## src/hw/rtl/rie_pkg.sv

```systemverilog
// ----------------------------------------------------------------------------
// rie_pkg
// Types and constants of the interleaved rANS encoder core.
// ----------------------------------------------------------------------------
`timescale 1ns / 1ps

package rie_pkg;

    localparam int STATE_W   = 32;
    localparam int WORD_W    = 16;
    localparam int FREQ_W    = 16;
    localparam int CUMUL_W   = 15;
    localparam int TB_W      = 4;
    localparam int DIV_STEPS = 32;

    localparam logic [STATE_W-1:0] LOWER_BOUND = 32'h0001_0000;
    localparam logic [TB_W-1:0]    TB_MIN      = 4'd10;
    localparam logic [TB_W-1:0]    TB_RESET    = 4'd15;
    localparam logic               REG_TOTAL_BITS = 1'b0;

    typedef enum logic [1:0] {
        REQ_LOAD   = 2'd0,
        REQ_ENCODE = 2'd1,
        REQ_READ   = 2'd2,
        REQ_RESET  = 2'd3
    } req_t;

    // Per-word control that rides along the divider pipeline.
    typedef struct packed {
        logic [5:0]         lane;
        logic               hold;   // lane is locked until writeback
        logic               wr;     // write the lane state back
        logic               div;    // state comes from the divider
        logic               emit;
        logic               zf;
        logic [WORD_W-1:0]  word;
        logic [STATE_W-1:0] val;    // state_value when no division is used
        logic [TB_W-1:0]    bits;
        logic [CUMUL_W-1:0] cumul;
        logic [FREQ_W-1:0]  freq;
    } rie_ctl_t;

endpackage

```

## src/hw/rtl/rie_div_stage.sv

```systemverilog
// ----------------------------------------------------------------------------
// rie_div_stage
// One restoring division step, registered, with pipeline control.
// ----------------------------------------------------------------------------
`timescale 1ns / 1ps

module rie_div_stage (
    input  logic                        aclk,
    input  logic                        aresetn,
    input  logic                        en,
    input  logic                        v_in,
    input  rie_pkg::rie_ctl_t           ctl_in,
    input  logic [rie_pkg::STATE_W-1:0] dq_in,
    input  logic [rie_pkg::FREQ_W-1:0]  rem_in,
    output logic                        v_out,
    output rie_pkg::rie_ctl_t           ctl_out,
    output logic [rie_pkg::STATE_W-1:0] dq_out,
    output logic [rie_pkg::FREQ_W-1:0]  rem_out
);
    import rie_pkg::*;

    logic [FREQ_W:0] trial;
    logic            ge;
    logic [FREQ_W:0] diff;

    always_comb begin
        trial = {rem_in, dq_in[STATE_W-1]};
        ge    = trial >= {1'b0, ctl_in.freq};
        diff  = trial - {1'b0, ctl_in.freq};
    end

    always_ff @(posedge aclk) begin
        if (!aresetn) begin
            v_out <= 1'b0;
        end else if (en) begin
            v_out <= v_in;
        end
    end

    always_ff @(posedge aclk) begin
        if (en) begin
            ctl_out <= ctl_in;
            dq_out  <= {dq_in[STATE_W-2:0], ge};
            rem_out <= ge ? diff[FREQ_W-1:0] : trial[FREQ_W-1:0];
        end
    end

endmodule

```

## config.mk

```make
export PLATFORM = sky130hd
export DESIGN_NAME = rie_div_stage
export DESIGN_NICKNAME = d
export VERILOG_FILES = /design/src/hw/rtl/rie_pkg.sv /design/src/hw/rtl/rie_div_stage.sv
export SDC_FILE = /design/constraint.sdc
export NUM_CORES = 1
export LEC_CHECK = 0
export BUFFER_PORTS_ARGS = -buffer_cell sky130_fd_sc_hd__buf_2
export CAP_MARGIN = 20
export CORE_MARGIN = 1.5
export CORE_UTILIZATION = 45
export DETAILED_ROUTE_END_ITERATION = 12
export GPL_TIMING_DRIVEN = 0
export PLACE_DENSITY = 0.8
export SYNTH_ARGS = -nofsm -noshare
export SYNTH_HDL_FRONTEND = slang
export SYNTH_SLANG_ARGS = --single-unit
```

## constraint.sdc

```tcl
create_clock -name aclk -period 4.05 [get_ports aclk]
set_input_delay 0.6075 -clock aclk [delete_from_list [all_inputs] [get_ports aclk]]
set_output_delay 0.6075 -clock aclk [all_outputs]
set_load 0.005 [all_outputs]
```

Yosys cells after proc, flatten, opt, wreduce, memory -nomap -nowiden
Cells that the tools add are included.
{ "word_totals": {"register_bits": 143, "out_inout_bits": 143} }
{ "op_classes": {"n_addsub": 1, "order_cmp": 1, "mux": 1} }
{ "op_table": {"columns": ["cell", "count"], "rows": [
  [">= comparator 17 x 16 -> 1 bit", 1],
  ["2-to-1 mux 16 bit", 1],
  ["subtractor 16 bit", 1]
]} }

Depth between registers and ports, before layout
{ "depth": {"word_depth": 2, "mapped_depth": 12, "mapped_depth_nobuf": 9} }

Worst setup path before layout
Ideal clock, no wire load.
{ "synth_timing": {"path_type": "input -> register", "startpoint": "in ctl_in[12] (netlist bit)", "endpoint": "reg rem_out[10] (netlist bit), data pin", "arrival_time_ns": 2.578, "t_required_ns": 3.790, "slack_ns": 1.212, "cell_stages": 12, "cell_sequence": "inv_1 ha_1 buf_6 and2_4 buf_6 a221o_1 a21boi_4 and2_4 buf_8 inv_4 buf_12 mux2_4"} }
{ "synth_between": {"elab_chain_cells": 2} }
{ "synth_lines": {"columns": ["item", "line_no", "text"], "rows": [
  ["start, declared", "rie_div_stage.sv:12", "input rie_pkg::rie_ctl_t ctl_in,"],
  [">= comparator 17 x 16 -> 1 bit", "rie_div_stage.sv:28", "ge = trial >= {1'b0, ctl_in.freq};"],
  ["named net ge", "rie_div_stage.sv:23", "logic ge;"],
  ["2-to-1 mux 16 bit", "rie_div_stage.sv:44", "rem_out <= ge ? diff[FREQ_W-1:0] : trial[FREQ_W-1:0];"],
  ["end signal, assigned", "rie_div_stage.sv:44", null],
  ["end, declared", "rie_div_stage.sv:18", "output logic [rie_pkg::FREQ_W-1:0] rem_out"]
]} }
The timed path passes the listed nets, and every way through them passes these cells.
A chain may end at the register's enable or synchronous reset.

Final worst setup path
{ "layout_timing": {"startpoint": "in ctl_in[8] (netlist bit)", "endpoint": "reg rem_out[7] (netlist bit), data pin"} }
Same word-level chain as after synthesis.

==> results by group <==
Run status
  • Status: finished clean

CTS
  • Clock sink count: 143
  • Hold_buf cts: 0
  • Clock latency on the worst-skew pair: 0.41 ns
  • Clk buf depth: 2
  • CTS tree: yes
  • H-tree levels: 4
  • Root Buffer: clkbuf_16
  • Inserted Clock Buffers: 17
  • Post-CTS Setup Inserts: 0
  • Post_cts resized: 0
  • CTS clk-pin slew, worst paths: 0.06 ns

Placed design
  • Final Wtd Congestion: 0.8696
  • Hpwl dp: 10350 um
  • Port bufs: 288

Synth
  • Ys async rst share: 0%
  • Synth Register Bits: 143
  • Cell taking the most area after synthesis: edfxtp_1
  • Sequential area share after synthesis: 78.01%
  • Most common cell in the netlist: edfxtp_1
  • Synthesized area per cell: 18.43 um2
  • Synth area leaders: edfxtp_1 78%, ha_1 3.6%, mux2_4 2.2%
  • Post-synthesis cell area: 5492 um2
  • Post-synth cell types: 47
  • Synth top area share: 77.65%
  • Mapped Cells: 298
  • Post-Syn Nets: 461
  • Ys Warns: 0
  • EDFF count, synth: 142
  • Synth Flop Type: edfxtp_1
  • Top cells by instance count after synthesis: 142 x edfxtp_1, 19 x inv_1, 16 x ha_1, 12 x nor2_1, 9 x o21ai_0

Final layout
  • Area Overhead vs Synth: 40.26%
  • Area of the multi-input gates: 1069 um2
  • Post-layout util: 64.39%
  • Filler Cell Count: 875
  • Layout cells sized above 1: 55.09%
  • Fin nets: 769
  • Reg area: 4284 um2
  • Antenna cells: 0

STA
  • FMAX: 355.7 MHz
  • Least-Margin Pin Slew: 0.6584 ns
  • Hold Fails Final Rpt: 0
  • Fin Setup TNS: 0 ns
  • Final Critical Period: 2.811 ns
  • Slew Viols, Final: 0
  • Final setup fails: 0
  • Final Cycle Share: 69.41%
  • Slew margin rel.: 56.10%
  • WHS: 0.3571 ns
  • RSZ-0062 raised after global routing: no
  • Clock Skew: 0 ns

Routing
  • Routed WL: 13820 um
  • Antenna Nets Post-Route: 0
  • Avg WL per Cell: 18.04 um
  • Initial drt markers: 279
  • DRT Pass-1 Iters: 7
  • Vias after detailed routing: 3808
  • Post-DR vias/cell: 4.971
  • Drt drc: 0

Power
  • Final Total Pwr: 0.003710 W
  • Pwr per Cell Area: 481.6 nW/um2
  • Static leakage: 3.460 nW
  • Worst vdd ir: 0.2301 mV

Setup path
  • Startpoint types: input port
  • Critical path type: input port to flip-flop
  • Largest fanout on the critical path: 10
  • Worst EP arrival: 2.98 ns
  • WP data required: 4.22 ns
  • Crit end category: flip-flop

Floorplan
  • Cell Rows: 40
  • Core area: 11960 um2
  • I/O pin count: 289
  • Die Ht: 113.5 um
  • DIE AREA: 12880 um2
  • Initial core utilization: 45.91%
  • Die width: 113.5 um

Global route
  • Largest net degree at the start of global routing: 76
  • Global Route Usage Sum: 20.95%
  • First-pass GRT wire length: 20040 um
  • Vias in the first global route: 3677
  • Gr ovfl total: 0
  • Initial antenna violation count: 1

Min path
  • Hold Path Class: input port to flip-flop

Flow run
  • Max Cap Viol: 0
critical path, stage by stage:
cell and delay, ns:
buf_2 0.09, inv_1 0.04, ha_1 0.39, a21oi_2 0.22
o21ai_1 0.15, a221o_1 0.42, a21boi_4 0.27, and2_4 0.19
buf_8 0.12, inv_4 0.04, buf_12 0.14, mux2_4 0.29
flip-flops by register name, summed over array words and instances, names as in the netlist:
signal   flops
ctl_out     94
dq_out      32
rem_out     16
v_out        1
final cells by class:
class                      instances  area share [%]
timing repair buffer             289           19.15
tap                              147           2.388
clock inverter                    15           1.641
clock buffer                      17           5.523
multi-input combinational        130           13.87
inverter                          20           1.007
sequential                       143           55.62
buffer                             5          0.7960
stage by stage:
step	setup slack (ns)	cell area, um2	cells
2_1_floorplan	1.212	5492	298
3_3_place_gp	0.7996	7117	733
3_5_place_dp	0.8222	7151	734
4_1_cts	1.267	7702	766
5_1_grt	1.179	7702	766
6_report	1.239	7702	766
logic make-up (layout without fill, tap and decap cells):
logic type / count (synthesis) / in the layout / share of synthesized area (%)
buf+inv: 25 / 346 / 2.529
flops: 143 / 143 / 78.01
xor+xnor: 9 / 9 / 1.435
mux: 11 / 11 / 2.757
compound gates: 52 / 52 / 7.359
simple gates: 41 / 41 / 3.896
fa+ha+maj: 17 / 17 / 4.010
cell usage in the layout, fill, tap and decap left out, drive strengths merged, types with 2 or more instances in the layout:
master	n
a211o	3
a211oi	3
a21boi	4
a21o	5
a21oi	4
a31oi	2
and2	3
and3	2
and3b	2
buf	293
clkbuf	18
clkinv	5
clkinvlp	2
edfxtp	142
ha	16
inv	28
mux2	9
mux2i	2
nand2	5
nand2b	2
nand3	7
nand4	2
nor2	12
nor2b	2
nor3	3
o211a	2
o211ai	2
o21a	6
o21ai	10
o31ai	5
xnor2	5
xor2	4
layer usage:
layer  share of wire (%)  track usage [%]  routed length (um)  up-vias
met2                  54            38.03                7488      178
met4                 1.8            7.833                 245        2
met3                 7.4            7.173                1027       21
met1                  37            22.57                5044     1824
li1                    -                -                   -     1783
met5               0.087                0                  12        -
power breakdown:
part	total [W]	leakage [nW]	switching, W	internal, W
Sequential	0.00181	1.40	0.0000310	0.00178
Clock	0.00144	0.269	0.000638	0.000801
Combinational	0.000461	1.79	0.000230	0.000232
final timing paths:
path,from,to,slack (ns),cells after the start
max,ctl_in[8],rem_out[7],1.24,12
min,ctl_in[60],ctl_out[60],0.36,1
max reg2reg,v_out,v_out,3.46,2
min reg2reg,v_out,v_out,0.52,2
Note: power is estimated with default switching activity, not from simulation.
