[src/hw/rtl/rie_pkg.sv]
// ----------------------------------------------------------------------------
// rie_pkg
// Types and constants of the interleaved rANS encoder core.
// ----------------------------------------------------------------------------
`timescale 1ns / 1ps

package rie_pkg;

    localparam int STATE_W   = 32;
    localparam int WORD_W    = 16;
    localparam int FREQ_W    = 16;
    localparam int CUMUL_W   = 15;
    localparam int TB_W      = 4;
    localparam int DIV_STEPS = 32;

    localparam logic [STATE_W-1:0] LOWER_BOUND = 32'h0001_0000;
    localparam logic [TB_W-1:0]    TB_MIN      = 4'd10;
    localparam logic [TB_W-1:0]    TB_RESET    = 4'd15;
    localparam logic               REG_TOTAL_BITS = 1'b0;

    typedef enum logic [1:0] {
        REQ_LOAD   = 2'd0,
        REQ_ENCODE = 2'd1,
        REQ_READ   = 2'd2,
        REQ_RESET  = 2'd3
    } req_t;

    // Per-word control that rides along the divider pipeline.
    typedef struct packed {
        logic [5:0]         lane;
        logic               hold;   // lane is locked until writeback
        logic               wr;     // write the lane state back
        logic               div;    // state comes from the divider
        logic               emit;
        logic               zf;
        logic [WORD_W-1:0]  word;
        logic [STATE_W-1:0] val;    // state_value when no division is used
        logic [TB_W-1:0]    bits;
        logic [CUMUL_W-1:0] cumul;
        logic [FREQ_W-1:0]  freq;
    } rie_ctl_t;

endpackage

[src/hw/rtl/rie_lane_store.sv]
// ----------------------------------------------------------------------------
// rie_lane_store
// Lane state memory with valid bits and per-lane busy locks.
// ----------------------------------------------------------------------------
`timescale 1ns / 1ps

module rie_lane_store #(
    parameter int LANES = 32
) (
    input  logic                         aclk,
    input  logic                         aresetn,
    input  logic                         re,
    input  logic [(LANES>1?$clog2(LANES):1)-1:0] raddr,
    output logic [rie_pkg::STATE_W-1:0]  rdata,
    input  logic                         we,
    input  logic [(LANES>1?$clog2(LANES):1)-1:0] waddr,
    input  logic [rie_pkg::STATE_W-1:0]  wdata,
    input  logic                         lock,
    input  logic [(LANES>1?$clog2(LANES):1)-1:0] lock_idx,
    input  logic                         unlock,
    input  logic [(LANES>1?$clog2(LANES):1)-1:0] unlock_idx,
    output logic [LANES-1:0]             busy
);
    import rie_pkg::*;

    logic [STATE_W-1:0] mem [LANES];
    logic [STATE_W-1:0] rd_reg;
    logic               rd_vld_reg;
    logic [LANES-1:0]   vld_reg;
    logic [LANES-1:0]   busy_reg;

    always_ff @(posedge aclk) begin
        if (we) begin
            mem[waddr] <= wdata;
        end
        if (re) begin
            rd_reg     <= mem[raddr];
            rd_vld_reg <= vld_reg[raddr];
        end
    end

    always_ff @(posedge aclk) begin
        if (!aresetn) begin
            vld_reg  <= '0;
            busy_reg <= '0;
        end else begin
            if (we) begin
                vld_reg[waddr] <= 1'b1;
            end
            if (unlock) begin
                busy_reg[unlock_idx] <= 1'b0;
            end
            if (lock) begin
                busy_reg[lock_idx] <= 1'b1;
            end
        end
    end

    // Unwritten lanes read as the lower bound.
    assign rdata = rd_vld_reg ? rd_reg : LOWER_BOUND;
    assign busy  = busy_reg;

endmodule

[config.mk]
export PLATFORM = sky130hd
export DESIGN_NAME = rie_lane_store
export DESIGN_NICKNAME = d
export VERILOG_FILES = /design/src/hw/rtl/rie_pkg.sv /design/src/hw/rtl/rie_lane_store.sv
export SDC_FILE = /design/constraint.sdc
export NUM_CORES = 1
export LEC_CHECK = 0
export BUFFER_PORTS_ARGS = -buffer_cell sky130_fd_sc_hd__buf_2
export CAP_MARGIN = 5
export CORE_UTILIZATION = 49
export CTS_BUF_LIST = sky130_fd_sc_hd__clkbuf_4 sky130_fd_sc_hd__clkbuf_8
export CTS_CLUSTER_SIZE = 40
export DETAILED_ROUTE_END_ITERATION = 10
export GPL_TIMING_DRIVEN = 1
export PLACE_DENSITY_LB_ADDON = 0.15
export SLEW_MARGIN = 25
export SYNTH_ARGS = -nofsm -noshare
export SYNTH_HDL_FRONTEND = slang
export SYNTH_SLANG_ARGS = --single-unit
[constraint.sdc]
create_clock -name aclk -period 3.04 [get_ports aclk]
set_input_delay 0.608 -clock aclk [delete_from_list [all_inputs] [get_ports aclk]]
set_output_delay 0.608 -clock aclk [all_outputs]
set_load 0.05 [all_outputs]
# Yosys cells after proc, flatten, opt, wreduce, memory -nomap -nowiden
# Memories as Yosys holds them, arrays and structs flattened. A register that Yosys moved wholly into a read port is not among the register bits.
# Cells that the tools add are included.
dict set report word_totals {
  ram_bits 1024
  output_inout_bits 64
  memories 1
  ff_bits 65
}
# name words width read_ports rd_clocked_by_memory_dff write_ports line_no
set memory_table {}
lappend memory_table {mem 32 32 1 1 1 rie_lane_store.sv:26} ;# logic [STATE_W-1:0] mem [LANES];
dict set report op_classes {
  bitwise_logic 4
  muxes 14
  n_reduce_logical 3
  n_lt_le_gt_ge 7
}
# op n
set ops {}
lappend ops {{32-bit 2-to-1 mux} 4}
lappend ops {{32-bit bitwise OR} 2}
lappend ops {{32-bit bitwise AND} 1}
lappend ops {{32-bit NOT} 1}
lappend ops {{5-bit by 6-bit less-than comparator with 1-bit output (second input constant)} 4}
lappend ops {{1-bit demux with 5-bit select} 3}
lappend ops {{5-bit by 1-bit greater-or-equal comparator with 1-bit output (second input constant)} 3}
lappend ops {{1-bit 2-to-1 mux} 6}
lappend ops {{1-bit binary-select mux with 5-bit select} 1}
lappend ops {{1-bit logical AND} 3}

# Longest topological paths before layout
dict set report depth {
  ltp_word 10
  depth_mapped 8
  depth_no_buf 5
}

# Least setup slack after synthesis
# Ideal clock, no wire load.
dict set report synth_timing {
  path_type {input to register}
  from {in waddr[0] (netlist bit)}
  to {mem mem[12][0], enable pin}
  t_arrival_ns 2.652
  stages 3
  setup_time_ns 0.423
  slack_ns -0.035
  n_path_buf 1
  path_cell_list {or3b_2 > clkbuf_1 > nor2_1}
}
# item line_no
set synth_lines {}
lappend synth_lines {{start, declared} rie_lane_store.sv:16} ;# input logic [(LANES>1?$clog2(LANES):1)-1:0] waddr,
lappend synth_lines {{end, declared} rie_lane_store.sv:26}
# Straight into the memory's write port.

# Worst setup path after layout
dict set report layout_timing {
  from {reg rd_vld_reg}
  to {out rdata[26] (netlist bit)}
}
dict set report layout_between {
  elab_chain_cells 1
}
# item line_no
set layout_rtl {}
lappend layout_rtl {{start, declared} rie_lane_store.sv:28} ;# logic rd_vld_reg;
lappend layout_rtl {{start signal, assigned} rie_lane_store.sv:38} ;# rd_vld_reg <= vld_reg[raddr];
lappend layout_rtl {{32-bit 2-to-1 mux} rie_lane_store.sv:60} ;# assign rdata = rd_vld_reg ? rd_reg : LOWER_BOUND;
lappend layout_rtl {{end, declared} rie_lane_store.sv:14} ;# output logic [rie_pkg::STATE_W-1:0] rdata,
# Every way passes these cells.

==> results.sh <==
export IMPL_outcome="finished clean"
export IMPL_ys_types=33
export IMPL_rows=109
export IMPL_slew_headroom=0.490
export IMPL_fp_dieW_um=300
export IMPL_drcViolationCount=0
export IMPL_finalSetupTns_ps=0
export IMPL_yosys_warnings=0
export IMPL_wl_per_cell_um=27.0
export IMPL_antenna_left=0
export IMPL_insertion_delay_ps=840
export IMPL_dpl_hpwl_mm=59.2
export IMPL_grt_start_max_net_pins=65
export IMPL_met3_usage=0.0431
export IMPL_vias_per_cell=5.81
export IMPL_worstReg2RegEnd="rd_reg[7]"
export IMPL_final_common_cell="edfxtp_1"
export IMPL_initial_core_util=0.494
export IMPL_io_pins=122
export IMPL_finalCriticalPeriod_ps=2540
export IMPL_irDropWorstVdd_uv=367
export IMPL_routed_wl_mm=112
export IMPL_worst_pin_slew_ps=765
export IMPL_grt_pass1_vias=24700
export IMPL_rrSetupSlack_ps=1400
export IMPL_use_met1=0.331
export IMPL_nets=2897
export IMPL_seq_area_frac_synth=0.756
export IMPL_place_congestion=0.778
export IMPL_cp_required_ps=2430
export IMPL_syn_avg_cell_area_um2=17.0
export IMPL_path_class="reg2out"
export IMPL_cts_max_level=4
export IMPL_arrival_ps=1930
export IMPL_startpoint_type="flop"
export IMPL_num_vias=24100
export IMPL_finClkSkew_ps=35.5
export IMPL_antenna_found_initial=9
export IMPL_die_height_um=300
export IMPL_final_util=0.569
export IMPL_hp_class="in2reg"
export IMPL_powerDensity_mw_per_mm2=635
export IMPL_cts_sinks=1121
export IMPL_holdPathStages=4
export IMPL_dieArea_mm2=0.0903
export IMPL_syn_inst=2567
export IMPL_cp_end_kind="output port"
export IMPL_regMostFlops="mem"
export IMPL_min_delay_start="lock_idx[1]"
export IMPL_mostFrequentLayoutCells="1057 x edfxtp_1, 528 x mux2i_1, 187 x clkbuf_8"
export IMPL_portBuffers=121
export IMPL_cts_tree="done"
export IMPL_synthesis_area_mm2=0.0437
export IMPL_grtUsageMet2=0.419
export IMPL_cts_hold_buf=0
export IMPL_numCtsBuffers=180
export IMPL_drv_slew=0
export IMPL_first_iter_violations=2323
export IMPL_worst_slack_ps=499
export IMPL_setup_viol=0
export IMPL_cts_buffer_depth=3
export IMPL_hold_end="busy[24]"
export IMPL_cap_viol_max_count=0
export IMPL_synthesis_nets=2625
export IMPL_ys_ff_latch=1121
export IMPL_grt_overflow_total=0
export IMPL_clock_root_buffer="clkbuf_8"
export IMPL_core_area_mm2=0.0884
export IMPL_grt_util_all_layers=0.249
export IMPL_rsz0062_at_grt="false"
export IMPL_dp_slack_ps=436
export IMPL_hold_viol_final=0
export IMPL_largest_reg_flops=1024
export IMPL_first_pass_iters=5
export IMPL_reg2reg_from="mem[3][7]"
export IMPL_p_leak_nw=17.9
export IMPL_reg2regPathDepth=6
export IMPL_crit_fanout=12
export IMPL_path_clk_slew_ps=60
export IMPL_timing_fmax_mhz=394
export IMPL_power_total_mw=31.9
export IMPL_drive_gt1_frac=0.195
export IMPL_grt_busiest_layer="met2"
export IMPL_grt_pass1_wl_mm=162
export IMPL_period_share=0.836
export IMPL_syn2layout_area_growth_pct=15.1
==> kinds of logic (layout without fill, tap and decap cells) <==
| logic type | after synthesis | in the layout | synth area share |
|---|---|---|---|
| AOI/OAI and AO/OA | 393 | 393 | 0.0610 |
| buffers and inverters | 147 | 557 | 0.0206 |
| DFF | 1121 | 1121 | 0.756 |
| muxes | 528 | 528 | 0.121 |
| other | 0 | 2 | 0 |
| and+or+nand+nor | 378 | 378 | 0.0409 |
==> cell usage after synthesis, drive strengths merged <==
| library cell | count | area share |
|---|---|---|
| edfxtp | 1057 | 0.73 |
| mux2i | 528 | 0.12 |
| nand2 | 139 | 0.012 |
| nand3 | 103 | 0.012 |
| a21oi | 99 | 0.011 |
| a22oi | 99 | 0.017 |
| buf | 94 | 0.016 |
| a22o | 66 | 0.013 |
| dfxtp | 64 | 0.029 |
| clkbuf | 53 | 0.0047 |
| nor2 | 40 | 0.0035 |
| nor3 | 34 | 0.0039 |
| a31oi | 33 | 0.0047 |
| a21boi | 32 | 0.0055 |
| and2 | 32 | 0.0046 |
| o21a | 32 | 0.0055 |
| o21ai | 32 | 0.0037 |
| nand3b | 10 | 0.0017 |
| nor3b | 4 | 0.00080 |
| or3b | 4 | 0.00080 |
| nand2b | 3 | 0.00043 |
| and3 | 2 | 0.00029 |
| and3b | 2 | 0.00040 |
| nor2b | 2 | 0.00029 |
| or3 | 2 | 0.00029 |
| or2 | 1 | 0.00014 |
==> final cells by class <==
class                      count  area [um^2]
antenna                        2         5.00
clock buffer                 272         3210
clock inverter                48          390
fill                        6784        38100
multi-input combinational   1299        10000
sequential                  1121        33000
tap                         1165         1460
timing repair buffer         237         2150
==> worst max-delay path by stage <==
stage                          start  depth (start not counted)          to
after detailed placement    raddr[2]                          8  rd_reg[12]
final                     rd_vld_reg                          4   rdata[26]
after floorplan             waddr[0]                          3  mem[12][0]
after CTS                 rd_vld_reg                          3   rdata[23]
after global placement      raddr[2]                          7  rd_reg[31]
after global routing      rd_vld_reg                          4    rdata[8]
==> where the power goes <==
| group | total (mW) | internal, mW | switching, mW | leakage [nW] |
|---|---|---|---|---|
| combinational | 1.84 | 0.602 | 1.24 | 5.87 |
| sequential | 17.2 | 17.1 | 0.0793 | 10.1 |
| clock | 12.9 | 7.04 | 5.82 | 1.92 |
==> stage by stage <==
stage	cell area (um^2)	hold WS [ps]	cells
2_1_floorplan	43700	440	2567
3_3_place_gp	46600	446	3820
3_5_place_dp	46600	453	3820
4_1_cts	50200	111	4140
5_1_grt	50200	159	4143
6_report	50200	199	4144
==> worst max-delay path, cell delays in order (launching register included) <==
cell	delay (ps)
edfxtp_1	410
buf_12	160
buf_4	180
and2_1	160
buf_2	210
==> per-layer routing <==
metal	vias up	share of wire	routed length, um
met5	-	0.00047	52
met4	10	0.022	2460
met3	174	0.054	6080
met2	800	0.50	56100
met1	12400	0.42	47000
li1	10700	-	-
==> timing repair <==
action,CTS,global route
endpoints found under the setup margin,0,3
endpoints found under the hold margin,0,0
resized for setup,0,0
buffers inserted,0,2
Note: power is estimated with default switching activity, not from simulation.
